$ cat src/rtl/core/rgba8_source_over_blend_core_assert.svh
// -----------------------------------------------------------------------------
// Assertion macros for the source-over blend core
// Shorthands for clocked assertions that are cut off while reset is high.
// -----------------------------------------------------------------------------
`ifndef RGBA8_SOURCE_OVER_BLEND_CORE_ASSERT_SVH
`define RGBA8_SOURCE_OVER_BLEND_CORE_ASSERT_SVH

// Consequent checked in the same cycle as the antecedent.
`define RSOB_ASSERT_NOW(label, ante, cons, msg) \
   label: assert property (@(posedge clock) disable iff (reset) (ante) |-> (cons)) \
      else $error(msg);

// Consequent checked in the cycle after the antecedent.
`define RSOB_ASSERT_NEXT(label, ante, cons, msg) \
   label: assert property (@(posedge clock) disable iff (reset) (ante) |=> (cons)) \
      else $error(msg);

`endif

$ cat src/rtl/core/rsob_pkg.sv
// -----------------------------------------------------------------------------
// Source-over blend package
// Widths, register indexes, reset values and the 16-to-8 rounding function.
// -----------------------------------------------------------------------------
package rsob_pkg;

   localparam int unsigned CH_W        = 8;
   localparam int unsigned NUM_CH      = 4;
   localparam int unsigned OPACITY_W   = 9;
   localparam int unsigned AIDX_W      = 2;
   localparam int unsigned CSR_INDEX_W = 1;
   localparam int unsigned CSR_DATA_W  = 9;

   // Quotient pipeline: DIV_STAGES * DIV_BITS_PER_STAGE must equal CH_W
   localparam int unsigned DIV_STAGES         = 4;
   localparam int unsigned DIV_BITS_PER_STAGE = 2;

   localparam logic [CSR_INDEX_W-1:0] CSR_OPACITY     = 1'b0;
   localparam logic [CSR_INDEX_W-1:0] CSR_ALPHA_INDEX = 1'b1;

   localparam logic [OPACITY_W-1:0] OPACITY_RESET = 9'd256;
   localparam logic [AIDX_W-1:0]    AIDX_RESET    = 2'd3;

   localparam logic [CH_W-1:0] CH_MAX = 8'hFF;

   typedef logic [CH_W-1:0]   chan_type;
   typedef logic [2*CH_W-1:0] wide_type;

   // Round a 16-bit product to 8 bits: (x + 1 + (x >> 8)) >> 8, saturating adds
   function automatic chan_type down16(input wide_type x);
      logic [16:0] s1;
      logic [15:0] s1c;
      logic [16:0] s2;
      logic [15:0] s2c;
      s1  = {1'b0, x} + 17'd1;
      s1c = s1[16] ? 16'hFFFF : s1[15:0];
      s2  = {1'b0, s1c} + {9'd0, x[15:8]};
      s2c = s2[16] ? 16'hFFFF : s2[15:0];
      return s2c[15:8];
   endfunction

endpackage

$ cat src/rtl/core/rsob_div.sv
// -----------------------------------------------------------------------------
// Blend weight divider
// Restoring divider, two quotient bits per stage, quotient saturated to 8 bits.
// -----------------------------------------------------------------------------
module rsob_div (
   input  logic                             clock,
   input  logic [rsob_pkg::DIV_STAGES-1:0]  stage_en,
   input  rsob_pkg::wide_type               dividend,
   input  rsob_pkg::chan_type               divisor,
   output rsob_pkg::chan_type               quotient
);

   localparam int unsigned NS = rsob_pkg::DIV_STAGES;

   rsob_pkg::chan_type rem_ff  [NS];
   rsob_pkg::chan_type low_ff  [NS];
   rsob_pkg::chan_type quo_ff  [NS];
   rsob_pkg::chan_type dvs_ff  [NS];
   logic               zero_ff [NS];
   logic               sat_ff  [NS];

   rsob_pkg::chan_type rem_in  [NS];
   rsob_pkg::chan_type low_in  [NS];
   rsob_pkg::chan_type quo_in  [NS];
   rsob_pkg::chan_type dvs_in  [NS];
   logic               zero_in [NS];
   logic               sat_in  [NS];

   rsob_pkg::chan_type src_rem [NS];
   rsob_pkg::chan_type src_low [NS];
   rsob_pkg::chan_type src_quo [NS];

   for (genvar g = 0; g < NS; g++) begin : g_stage
      if (g == 0) begin : g_first
         // quotient of 256 or more shows up as high byte >= divisor
         assign src_rem[g] = dividend[15:8];
         assign src_low[g] = dividend[7:0];
         assign src_quo[g] = '0;
         assign dvs_in[g]  = divisor;
         assign zero_in[g] = (divisor == '0);
         assign sat_in[g]  = (dividend[15:8] >= divisor);
      end else begin : g_next
         assign src_rem[g] = rem_ff[g-1];
         assign src_low[g] = low_ff[g-1];
         assign src_quo[g] = quo_ff[g-1];
         assign dvs_in[g]  = dvs_ff[g-1];
         assign zero_in[g] = zero_ff[g-1];
         assign sat_in[g]  = sat_ff[g-1];
      end

      always_comb begin
         logic [8:0]         trial;
         rsob_pkg::chan_type r;
         rsob_pkg::chan_type l;
         rsob_pkg::chan_type q;
         r = src_rem[g];
         l = src_low[g];
         q = src_quo[g];
         for (int k = 0; k < rsob_pkg::DIV_BITS_PER_STAGE; k++) begin
            trial = {r, l[7]};
            l     = {l[6:0], 1'b0};
            if (trial >= {1'b0, dvs_in[g]}) begin
               r = 8'(trial - {1'b0, dvs_in[g]});
               q = {q[6:0], 1'b1};
            end else begin
               r = trial[7:0];
               q = {q[6:0], 1'b0};
            end
         end
         rem_in[g] = r;
         low_in[g] = l;
         quo_in[g] = q;
      end

      always_ff @(posedge clock) begin
         if (stage_en[g]) begin
            rem_ff[g]  <= rem_in[g];
            low_ff[g]  <= low_in[g];
            quo_ff[g]  <= quo_in[g];
            dvs_ff[g]  <= dvs_in[g];
            zero_ff[g] <= zero_in[g];
            sat_ff[g]  <= sat_in[g];
         end
      end
   end

   // zero divisor gives weight 0, overflow clamps to full weight
   assign quotient = zero_ff[NS-1] ? '0 :
                     sat_ff[NS-1]  ? rsob_pkg::CH_MAX : quo_ff[NS-1];

endmodule

$ cat src/rtl/core/rgba8_source_over_blend_core.sv
// -----------------------------------------------------------------------------
// RGBA8 source-over blend core
// Blends one source pixel over one backdrop pixel per request.
// -----------------------------------------------------------------------------
//
//   channel | direction | handshake            | payload
//   --------+-----------+----------------------+---------------------------------
//   req     | in        | req_valid/req_stall  | req_src_c0..3, req_bg_c0..3
//   rsp     | out       | rsp_valid/rsp_stall  | rsp_out_c0..3
//   csr     | in        | csr_wen              | csr_index, csr_wdata
//
// Throughput is one request per clock while req_stall is low; requests pass stages
// A, B, C, the four-stage restoring divider that forms the blend weight, E and F.
// Each stage has its own valid bit and moves on when empty or when the stage
// after it moves, so bubbles close up and a full pipeline holds everything.
// req_stall rises only when every stage is full and rsp_stall is high.
// Synchronous reset clears the valid bits, opacity to 1.0 and alpha index to 3.
// Write the CSRs only while no request is in flight.
//
`include "rgba8_source_over_blend_core_assert.svh"

module rgba8_source_over_blend_core (
   input  logic                                 clock,
   input  logic                                 reset,

   input  logic                                 req_valid,
   output logic                                 req_stall,
   input  rsob_pkg::chan_type                   req_src_c0,
   input  rsob_pkg::chan_type                   req_src_c1,
   input  rsob_pkg::chan_type                   req_src_c2,
   input  rsob_pkg::chan_type                   req_src_c3,
   input  rsob_pkg::chan_type                   req_bg_c0,
   input  rsob_pkg::chan_type                   req_bg_c1,
   input  rsob_pkg::chan_type                   req_bg_c2,
   input  rsob_pkg::chan_type                   req_bg_c3,

   output logic                                 rsp_valid,
   input  logic                                 rsp_stall,
   output rsob_pkg::chan_type                   rsp_out_c0,
   output rsob_pkg::chan_type                   rsp_out_c1,
   output rsob_pkg::chan_type                   rsp_out_c2,
   output rsob_pkg::chan_type                   rsp_out_c3,

   input  logic                                 csr_wen,
   input  logic [rsob_pkg::CSR_INDEX_W-1:0]     csr_index,
   input  logic [rsob_pkg::CSR_DATA_W-1:0]      csr_wdata
);

   localparam int unsigned NC         = rsob_pkg::NUM_CH;
   localparam int unsigned NS         = rsob_pkg::DIV_STAGES;
   // stage map: scale, multiply, result alpha, divider, weight products, output
   localparam int unsigned STG_A      = 0;
   localparam int unsigned STG_B      = 1;
   localparam int unsigned STG_C      = 2;
   localparam int unsigned STG_Q      = 3;
   localparam int unsigned STG_E      = STG_Q + NS;
   localparam int unsigned STG_F      = STG_E + 1;
   localparam int unsigned NUM_STAGES = STG_F + 1;

   // --------------------------------------------------------------------------
   // Configuration registers
   // --------------------------------------------------------------------------
   logic [rsob_pkg::OPACITY_W-1:0] opacity_ff;
   logic [rsob_pkg::AIDX_W-1:0]    alpha_idx_ff;

   always_ff @(posedge clock) begin
      if (reset) begin
         opacity_ff   <= rsob_pkg::OPACITY_RESET;
         alpha_idx_ff <= rsob_pkg::AIDX_RESET;
      end else if (csr_wen) begin
         case (csr_index)
            rsob_pkg::CSR_OPACITY: begin
               opacity_ff <= csr_wdata[rsob_pkg::OPACITY_W-1:0];
            end
            rsob_pkg::CSR_ALPHA_INDEX: begin
               alpha_idx_ff <= csr_wdata[rsob_pkg::AIDX_W-1:0];
            end
            default: begin
            end
         endcase
      end
   end

   // --------------------------------------------------------------------------
   // Pipeline control: one valid bit per stage, ready ripples back from rsp
   // --------------------------------------------------------------------------
   logic [NUM_STAGES-1:0] valid_ff;
   logic [NUM_STAGES-1:0] valid_in;
   logic [NUM_STAGES-1:0] valid_up;
   logic [NUM_STAGES-1:0] rdy;

   assign rdy[STG_F] = !valid_ff[STG_F] || !rsp_stall;
   for (genvar k = 0; k < STG_F; k++) begin : g_rdy
      assign rdy[k] = !valid_ff[k] || rdy[k+1];
   end

   assign valid_up = {valid_ff[NUM_STAGES-2:0], req_valid};

   always_comb begin
      for (int k = 0; k < NUM_STAGES; k++) begin
         valid_in[k] = rdy[k] ? valid_up[k] : valid_ff[k];
      end
   end

   always_ff @(posedge clock) begin
      if (reset) begin
         valid_ff <= '0;
      end else begin
         valid_ff <= valid_in;
      end
   end

   assign req_stall = !rdy[STG_A];
   assign rsp_valid = valid_ff[STG_F];

   // --------------------------------------------------------------------------
   // Stage A: pick alpha lanes, scale source alpha by opacity
   // --------------------------------------------------------------------------
   rsob_pkg::chan_type req_src [NC];
   rsob_pkg::chan_type req_bg  [NC];

   assign req_src[0] = req_src_c0;
   assign req_src[1] = req_src_c1;
   assign req_src[2] = req_src_c2;
   assign req_src[3] = req_src_c3;
   assign req_bg[0]  = req_bg_c0;
   assign req_bg[1]  = req_bg_c1;
   assign req_bg[2]  = req_bg_c2;
   assign req_bg[3]  = req_bg_c3;

   logic [16:0]        scaled;
   rsob_pkg::chan_type as_in;

   assign scaled = 17'(req_src[alpha_idx_ff]) * 17'(opacity_ff);
   // opacity above 1.0 can push alpha past 255: clamp
   assign as_in  = scaled[16] ? rsob_pkg::CH_MAX : scaled[15:8];

   rsob_pkg::chan_type s_a_ff [NC];
   rsob_pkg::chan_type b_a_ff [NC];
   rsob_pkg::chan_type as_a_ff;
   rsob_pkg::chan_type ab_a_ff;

   always_ff @(posedge clock) begin
      if (rdy[STG_A]) begin
         s_a_ff  <= req_src;
         b_a_ff  <= req_bg;
         as_a_ff <= as_in;
         ab_a_ff <= req_bg[alpha_idx_ff];
      end
   end

   // --------------------------------------------------------------------------
   // Stage B: alpha product, source premultiply products, divider dividend
   // --------------------------------------------------------------------------
   rsob_pkg::wide_type pab_in;
   rsob_pkg::wide_type pb_in [NC];
   rsob_pkg::wide_type pc_in [NC];
   rsob_pkg::wide_type dvd_in;

   assign pab_in = 16'(as_a_ff) * 16'(ab_a_ff);
   // as * 255 as a shift and subtract
   assign dvd_in = {as_a_ff, 8'd0} - {8'd0, as_a_ff};

   always_comb begin
      for (int i = 0; i < NC; i++) begin
         pb_in[i] = 16'(ab_a_ff) * 16'(s_a_ff[i]);
         pc_in[i] = 16'(rsob_pkg::CH_MAX - ab_a_ff) * 16'(s_a_ff[i]);
      end
   end

   rsob_pkg::wide_type pab_b_ff;
   rsob_pkg::wide_type pb_b_ff [NC];
   rsob_pkg::wide_type pc_b_ff [NC];
   rsob_pkg::wide_type dvd_b_ff;
   rsob_pkg::chan_type b_b_ff  [NC];
   rsob_pkg::chan_type as_b_ff;
   rsob_pkg::chan_type ab_b_ff;

   always_ff @(posedge clock) begin
      if (rdy[STG_B]) begin
         pab_b_ff <= pab_in;
         pb_b_ff  <= pb_in;
         pc_b_ff  <= pc_in;
         dvd_b_ff <= dvd_in;
         b_b_ff   <= b_a_ff;
         as_b_ff  <= as_a_ff;
         ab_b_ff  <= ab_a_ff;
      end
   end

   // --------------------------------------------------------------------------
   // Stage C: result alpha ar = as + ab - D(as*ab), clamped; source sums
   // --------------------------------------------------------------------------
   rsob_pkg::chan_type prod8;
   logic [8:0]         asum;
   logic [8:0]         ar9;
   rsob_pkg::chan_type ar_in;
   logic [8:0]         td_in [NC];

   assign prod8 = rsob_pkg::down16(pab_b_ff);
   assign asum  = {1'b0, as_b_ff} + {1'b0, ab_b_ff};
   assign ar9   = (asum >= {1'b0, prod8}) ? (asum - {1'b0, prod8}) : '0;
   assign ar_in = ar9[8] ? rsob_pkg::CH_MAX : ar9[7:0];

   always_comb begin
      for (int i = 0; i < NC; i++) begin
         td_in[i] = {1'b0, rsob_pkg::down16(pb_b_ff[i])}
                  + {1'b0, rsob_pkg::down16(pc_b_ff[i])};
      end
   end

   rsob_pkg::chan_type ar_c_ff;
   rsob_pkg::wide_type dvd_c_ff;
   rsob_pkg::chan_type b_c_ff  [NC];
   logic [8:0]         td_c_ff [NC];

   always_ff @(posedge clock) begin
      if (rdy[STG_C]) begin
         ar_c_ff  <= ar_in;
         dvd_c_ff <= dvd_b_ff;
         b_c_ff   <= b_b_ff;
         td_c_ff  <= td_in;
      end
   end

   // --------------------------------------------------------------------------
   // Stages Q: weight var = as*255 / ar; side data rides alongside
   // --------------------------------------------------------------------------
   rsob_pkg::chan_type var_w;

   rsob_div u_div (
      .clock    (clock),
      .stage_en (rdy[STG_Q +: NS]),
      .dividend (dvd_c_ff),
      .divisor  (ar_c_ff),
      .quotient (var_w)
   );

   rsob_pkg::chan_type ar_q_ff [NS];
   rsob_pkg::chan_type b_q_ff  [NS][NC];
   logic [8:0]         td_q_ff [NS][NC];

   for (genvar g = 0; g < NS; g++) begin : g_side
      always_ff @(posedge clock) begin
         if (rdy[STG_Q + g]) begin
            if (g == 0) begin
               ar_q_ff[g] <= ar_c_ff;
               b_q_ff[g]  <= b_c_ff;
               td_q_ff[g] <= td_c_ff;
            end else begin
               ar_q_ff[g] <= ar_q_ff[(g == 0) ? 0 : g-1];
               b_q_ff[g]  <= b_q_ff[(g == 0) ? 0 : g-1];
               td_q_ff[g] <= td_q_ff[(g == 0) ? 0 : g-1];
            end
         end
      end
   end

   // --------------------------------------------------------------------------
   // Stage E: backdrop and source weight products (source term wraps at 16 bits)
   // --------------------------------------------------------------------------
   rsob_pkg::wide_type pa_in [NC];
   rsob_pkg::wide_type pe_in [NC];

   always_comb begin
      logic [16:0] full;
      for (int i = 0; i < NC; i++) begin
         pa_in[i] = 16'(rsob_pkg::CH_MAX - var_w) * 16'(b_q_ff[NS-1][i]);
         full     = 17'(var_w) * 17'(td_q_ff[NS-1][i]);
         pe_in[i] = full[15:0];
      end
   end

   rsob_pkg::wide_type pa_e_ff [NC];
   rsob_pkg::wide_type pe_e_ff [NC];
   rsob_pkg::chan_type ar_e_ff;

   always_ff @(posedge clock) begin
      if (rdy[STG_E]) begin
         pa_e_ff <= pa_in;
         pe_e_ff <= pe_in;
         ar_e_ff <= ar_q_ff[NS-1];
      end
   end

   // --------------------------------------------------------------------------
   // Stage F: round, add, clamp; drop result alpha into the alpha lane
   // --------------------------------------------------------------------------
   rsob_pkg::chan_type out_in  [NC];
   rsob_pkg::chan_type out_ff  [NC];

   always_comb begin
      logic [8:0] mix;
      for (int i = 0; i < NC; i++) begin
         mix = {1'b0, rsob_pkg::down16(pa_e_ff[i])}
             + {1'b0, rsob_pkg::down16(pe_e_ff[i])};
         if (alpha_idx_ff == rsob_pkg::AIDX_W'(i)) begin
            out_in[i] = ar_e_ff;
         end else begin
            out_in[i] = mix[8] ? rsob_pkg::CH_MAX : mix[7:0];
         end
      end
   end

   always_ff @(posedge clock) begin
      if (rdy[STG_F]) begin
         out_ff <= out_in;
      end
   end

   assign rsp_out_c0 = out_ff[0];
   assign rsp_out_c1 = out_ff[1];
   assign rsp_out_c2 = out_ff[2];
   assign rsp_out_c3 = out_ff[3];

   // --------------------------------------------------------------------------
   // Assertions
   // --------------------------------------------------------------------------
   // requests held in the pipeline change only by accepts and deliveries
   `RSOB_ASSERT_NEXT(a_pipe_count, 1'b1,
      $countones(valid_ff) == $past($countones(valid_ff))
         + $past(req_valid && !req_stall) - $past(rsp_valid && !rsp_stall),
      "pipeline occupancy does not match accepted minus delivered requests")

   // back-pressure reaches the input only with every stage full and rsp stalled
   `RSOB_ASSERT_NOW(a_stall_full, req_stall, (&valid_ff) && rsp_stall,
      "req_stall raised while a stage could still move")

   // zero result alpha must give zero weight, so the source term vanishes
   `RSOB_ASSERT_NOW(a_zero_weight, valid_ff[STG_E] && (ar_e_ff == '0),
      (pe_e_ff[0] | pe_e_ff[1] | pe_e_ff[2] | pe_e_ff[3]) == '0,
      "non-zero source term with zero result alpha")

endmodule
$ cat config.mk
export PLATFORM = sky130hd
export DESIGN_NAME = rgba8_source_over_blend_core
export DESIGN_NICKNAME = d
export VERILOG_FILES = /design/src/rtl/core/rsob_pkg.sv /design/src/rtl/core/rsob_div.sv /design/src/rtl/core/rgba8_source_over_blend_core.sv
export VERILOG_INCLUDE_DIRS = /design/src /design/src/rtl/core
export SDC_FILE = /design/constraint.sdc
export NUM_CORES = 2
export LEC_CHECK = 0
export BUFFER_PORTS_ARGS = -buffer_cell sky130_fd_sc_hd__buf_4
export CELL_PAD_IN_SITES_DETAIL_PLACEMENT = 1
export CELL_PAD_IN_SITES_GLOBAL_PLACEMENT = 2
export CORE_MARGIN = 2
export CORE_UTILIZATION = 48
export CTS_BUF_LIST = sky130_fd_sc_hd__clkbuf_4 sky130_fd_sc_hd__clkbuf_8
export DETAILED_ROUTE_END_ITERATION = 10
export PLACE_DENSITY = 0.9
export SLEW_MARGIN = 20
export SYNTH_ARGS = -nofsm -noshare
export SYNTH_HDL_FRONTEND = slang
export SYNTH_SLANG_ARGS = --single-unit
$ cat constraint.sdc
create_clock -name clock -period 26.5 [get_ports clock]
set_input_delay 5.3 -clock clock [delete_from_list [all_inputs] [get_ports clock]]
set_output_delay 5.3 -clock clock [all_outputs]
set_load 0.005 [all_outputs]
==> flow_summary.yaml <==
timing:
  slew_headroom: 0.2892
  rsz0062_at_grt: "false"
  fin_setup_tns_ps: 0
  finalSetupViolCount: 0
  drv_slew: 0
  fmax_mhz: 76.64
  fin_crit_sh: 0.4924
  layout_min_cycle_time_ps: 13050
  finalHoldViolCount: 0
  fin_skew_ps: 66.59
  worst_pin_slew_ps: 1066
critical_path:
  path_class: "in2out"
  cp_top_family: "simple AND/OR/NAND/NOR gates"
  r2r_slack_ps: 19740
  cp_num_buf_inv: 4
  required_ps: 21200
  critPathMostFrequentCell: "buf_4"
  slowest_stage: "nor2_1"
  ff2ff_path_depth: 23
  crit_path_end_kind: "output port"
  critPathMaxFanout: 49
  timing.rr.start: "pe_e_ff[16]"
  rr_endpoint: "rsp_out_c2[1]"
  crit_chain: "buf_4 > and3_1 > and3_1 > nand4_1 > buf_4 > nor2_1 > nand2_4 > inv_1 > buf_4"
  slowest_delay_ps: 600
  critPathLaunchType: "primary input"
  critPathArrivalTime_ps: 7750
floorplanning:
  die_w_um: 426.6
  io_pins: 113
  rows: 155
  core_sq_mm: 0.1780
  start_util: 0.4815
  dieArea_sq_mm: 0.1820
  die_h_um: 426.6
synth:
  netlist_area_sq_mm: 0.08573
  yosysSeqAreaShare: 0.3252
  syn-num-nets: 10119
  yosys_most_used_dff: "edfxtp_1"
  ys_ff_latch: 935
  synthSimpleGateAreaFrac: 0.1683
  synth_cells: 8413
  synth_warnings: 0
  ys_types: 104
  synth_xor_area_frac: 0.04894
  synth_top_family_by_area: "adder cells"
  synthArstFlopShare: 0
  avgSynthCellArea_sq_um: 10.19
  synthAdderAreaFrac: 0.2982
  synth_compound_gate_area_share: 0.08420
  synthMuxAreaShare: 0.01598
  synth_edf_count: 915
route:
  dr.first_iter.drc_count: 2746
  wl_per_cell_um: 19.31
  final_antenna_net_count: 0
  drt_pass1_iterations: 7
  viasPerCell: 5.525
  vias: 60639
  drc_errors: 0
  wl_um: 211900
clock_tree:
  cts-root-buf: "clkbuf_8"
  cts_tree: "built"
  htree_levels: 4
  postCtsSetupBuffers: 0
  numCtsBuffers: 168
  clockBufferDepth: 3
  clk_pin_slew_ps: 60
  clock_latency_ps: 910
  ctsHoldBuffers: 0
  cts_sinks: 935
  cts_resized: 0
final_layout:
  fill_cells: 19724
  syn2layout_area_growth_pct: 7.756
  final_nets: 10189
  drive_gt1_frac: 0.06789
  fin_util: 0.5189
placed_design:
  globalplace.congestion: 0.8760
  portBuffers: 112
  dp_hpwl_um: 163200
worst_hold_path:
  whs_endpoint: "b_q_ff[2][4]"
  min_path_cells: 0
  hold_path_startpoint: "b_q_ff[1][4]"
  hp-class: "reg2reg"
run:
  cap_violations: 0
grt:
  overflow: 0
  grt_pass1_vias: 67187
  grt_usage: 0.2374
  grt_pass1_wl_um: 349500
  grt_max_degree: 111
  antenna_found_initial: 8
status:
  outcome: "completed"
==> worst reg2reg max path: cells and delay by family, from the launching register on <==
kind / cells / cell delay [ps]
AO/OA/AOI/OAI: 11 / 3040
adder cells (fa/ha/maj): 4 / 1130
buffers and inverters: 1 / 80
flip-flops: 1 / 390
AND/OR/NAND/NOR: 7 / 1870
==> cell usage after synthesis, types with 179 or more instances <==
| library cell | instances | share of area |
|---|---|---|
| and2_1 | 552 | 0.040 |
| xnor2_1 | 337 | 0.034 |
| clkbuf_1 | 219 | 0.0096 |
| inv_1 | 1090 | 0.048 |
| ha_1 | 935 | 0.14 |
| nor2b_1 | 230 | 0.017 |
| nand2_1 | 892 | 0.039 |
| edfxtp_1 | 915 | 0.32 |
| a21oi_1 | 329 | 0.019 |
| fa_1 | 692 | 0.16 |
| nand2b_1 | 179 | 0.013 |
| nor2_1 | 320 | 0.014 |
| o21ai_0 | 225 | 0.013 |
==> cell usage in the layout (no fill, tap or decap), types with 17 or more instances in the layout <==
cell type  Yosys  routed
edfxtp_1     915     915
o21bai_1      49      49
o21ai_0      225     225
a21oi_1      329     329
nor2b_1      230     230
or2_2         36      36
buf_4          1     153
nand3_1      169     168
mux2i_1       51      51
a31oi_1       54      54
o31ai_1       18      18
and4_1        35      35
clkbuf_4       0      34
o211ai_1      34      34
a21o_1       113     113
fa_1         692     692
xor2_1       142     142
mux2_2        43      43
a21boi_0      17      17
clkinv_1       0      32
inv_1       1090    1087
nand2_1      892     889
nand2b_1     179     179
xnor2_1      337     337
o22a_1        28      28
clkbuf_8       0     169
or3_1         33      33
ha_1         935     935
nand4_1       88      88
and3_1        72      72
o21a_1        50      50
a41oi_1       26      26
a211oi_1      21      21
clkinv_2       0      36
nor3_1       110     110
and2_1       552     552
nor2_1       320     312
dfxtp_1       20      18
==> worst max path at each step <==
stage | from | depth (start not counted) | to
finish | rsp_stall | 9 | req_stall
floorplan | rsp_stall | 7 | req_stall
global route | rsp_stall | 9 | req_stall
detailed placement | rsp_stall | 9 | req_stall
CTS | rsp_stall | 9 | req_stall
global placement | rsp_stall | 9 | req_stall
==> through the flow <==
| stage | cells | hold slack (ps) | instance area [sq um] | setup slack [ps] |
|---|---|---|---|---|
| finish | 10975 | 396.1 | 92380 | 13450 |
| global route | 10974 | 397.7 | 92370 | 13240 |
| global placement | 10668 | 401.4 | 88920 | 13640 |
| detailed placement | 10668 | 406.1 | 88920 | 13490 |
| CTS | 10972 | 381.5 | 92370 | 13410 |
| floorplan | 8413 | 400.3 | 85730 | 9902 |
==> layout make-up <==
class	count	area, sq um	share of cell area
inverter	1090	4106	0.04445
multi-input combinational	6135	52840	0.5720
timing repair buffer	153	1149	0.01243
tap	2355	2947	0.03190
clock inverter	101	872.1	0.009440
sequential	935	27880	0.3018
antenna	3	7.507	0.00008127
clock buffer	203	2581	0.02794
==> sequential cells by signal, summed over array words and instances, names as in the netlist, 9 cells and up <==
register / cells
u_div.low_ff: 12
u_div.rem_ff: 24
s_a_ff: 32
pe_e_ff: 64
u_div.quo_ff: 20
opacity_ff: 9
td_q_ff: 144
td_c_ff: 36
pa_e_ff: 64
b_c_ff: 32
u_div.dvs_ff: 24
b_a_ff: 32
pc_b_ff: 64
b_b_ff: 32
dvd_b_ff: 16
dvd_c_ff: 16
pab_b_ff: 16
pb_b_ff: 64
valid_ff: 9
b_q_ff: 128
==> cells by family after synthesis <==
logic type | count (synthesis)
compound gates | 1119
xor+xnor | 479
mux | 111
fa+ha+maj | 1628
buf+inv | 1343
flops | 935
simple gates | 2798
==> per-layer routing <==
| metal | up-vias | wire length, um | GRT usage |
|---|---|---|---|
| li1 | 28609 | - | - |
| met1 | 30857 | 91820 | 0.2940 |
| met2 | 853 | 108400 | 0.4328 |
| met3 | 316 | 6448 | 0.02931 |
| met4 | 4 | 5217 | 0.06567 |
| met5 | - | 28 | 0 |
Power is left out: the tool's default activity adds up to more than one toggle a clock period on the data nets, which glitch-free logic cannot reach.
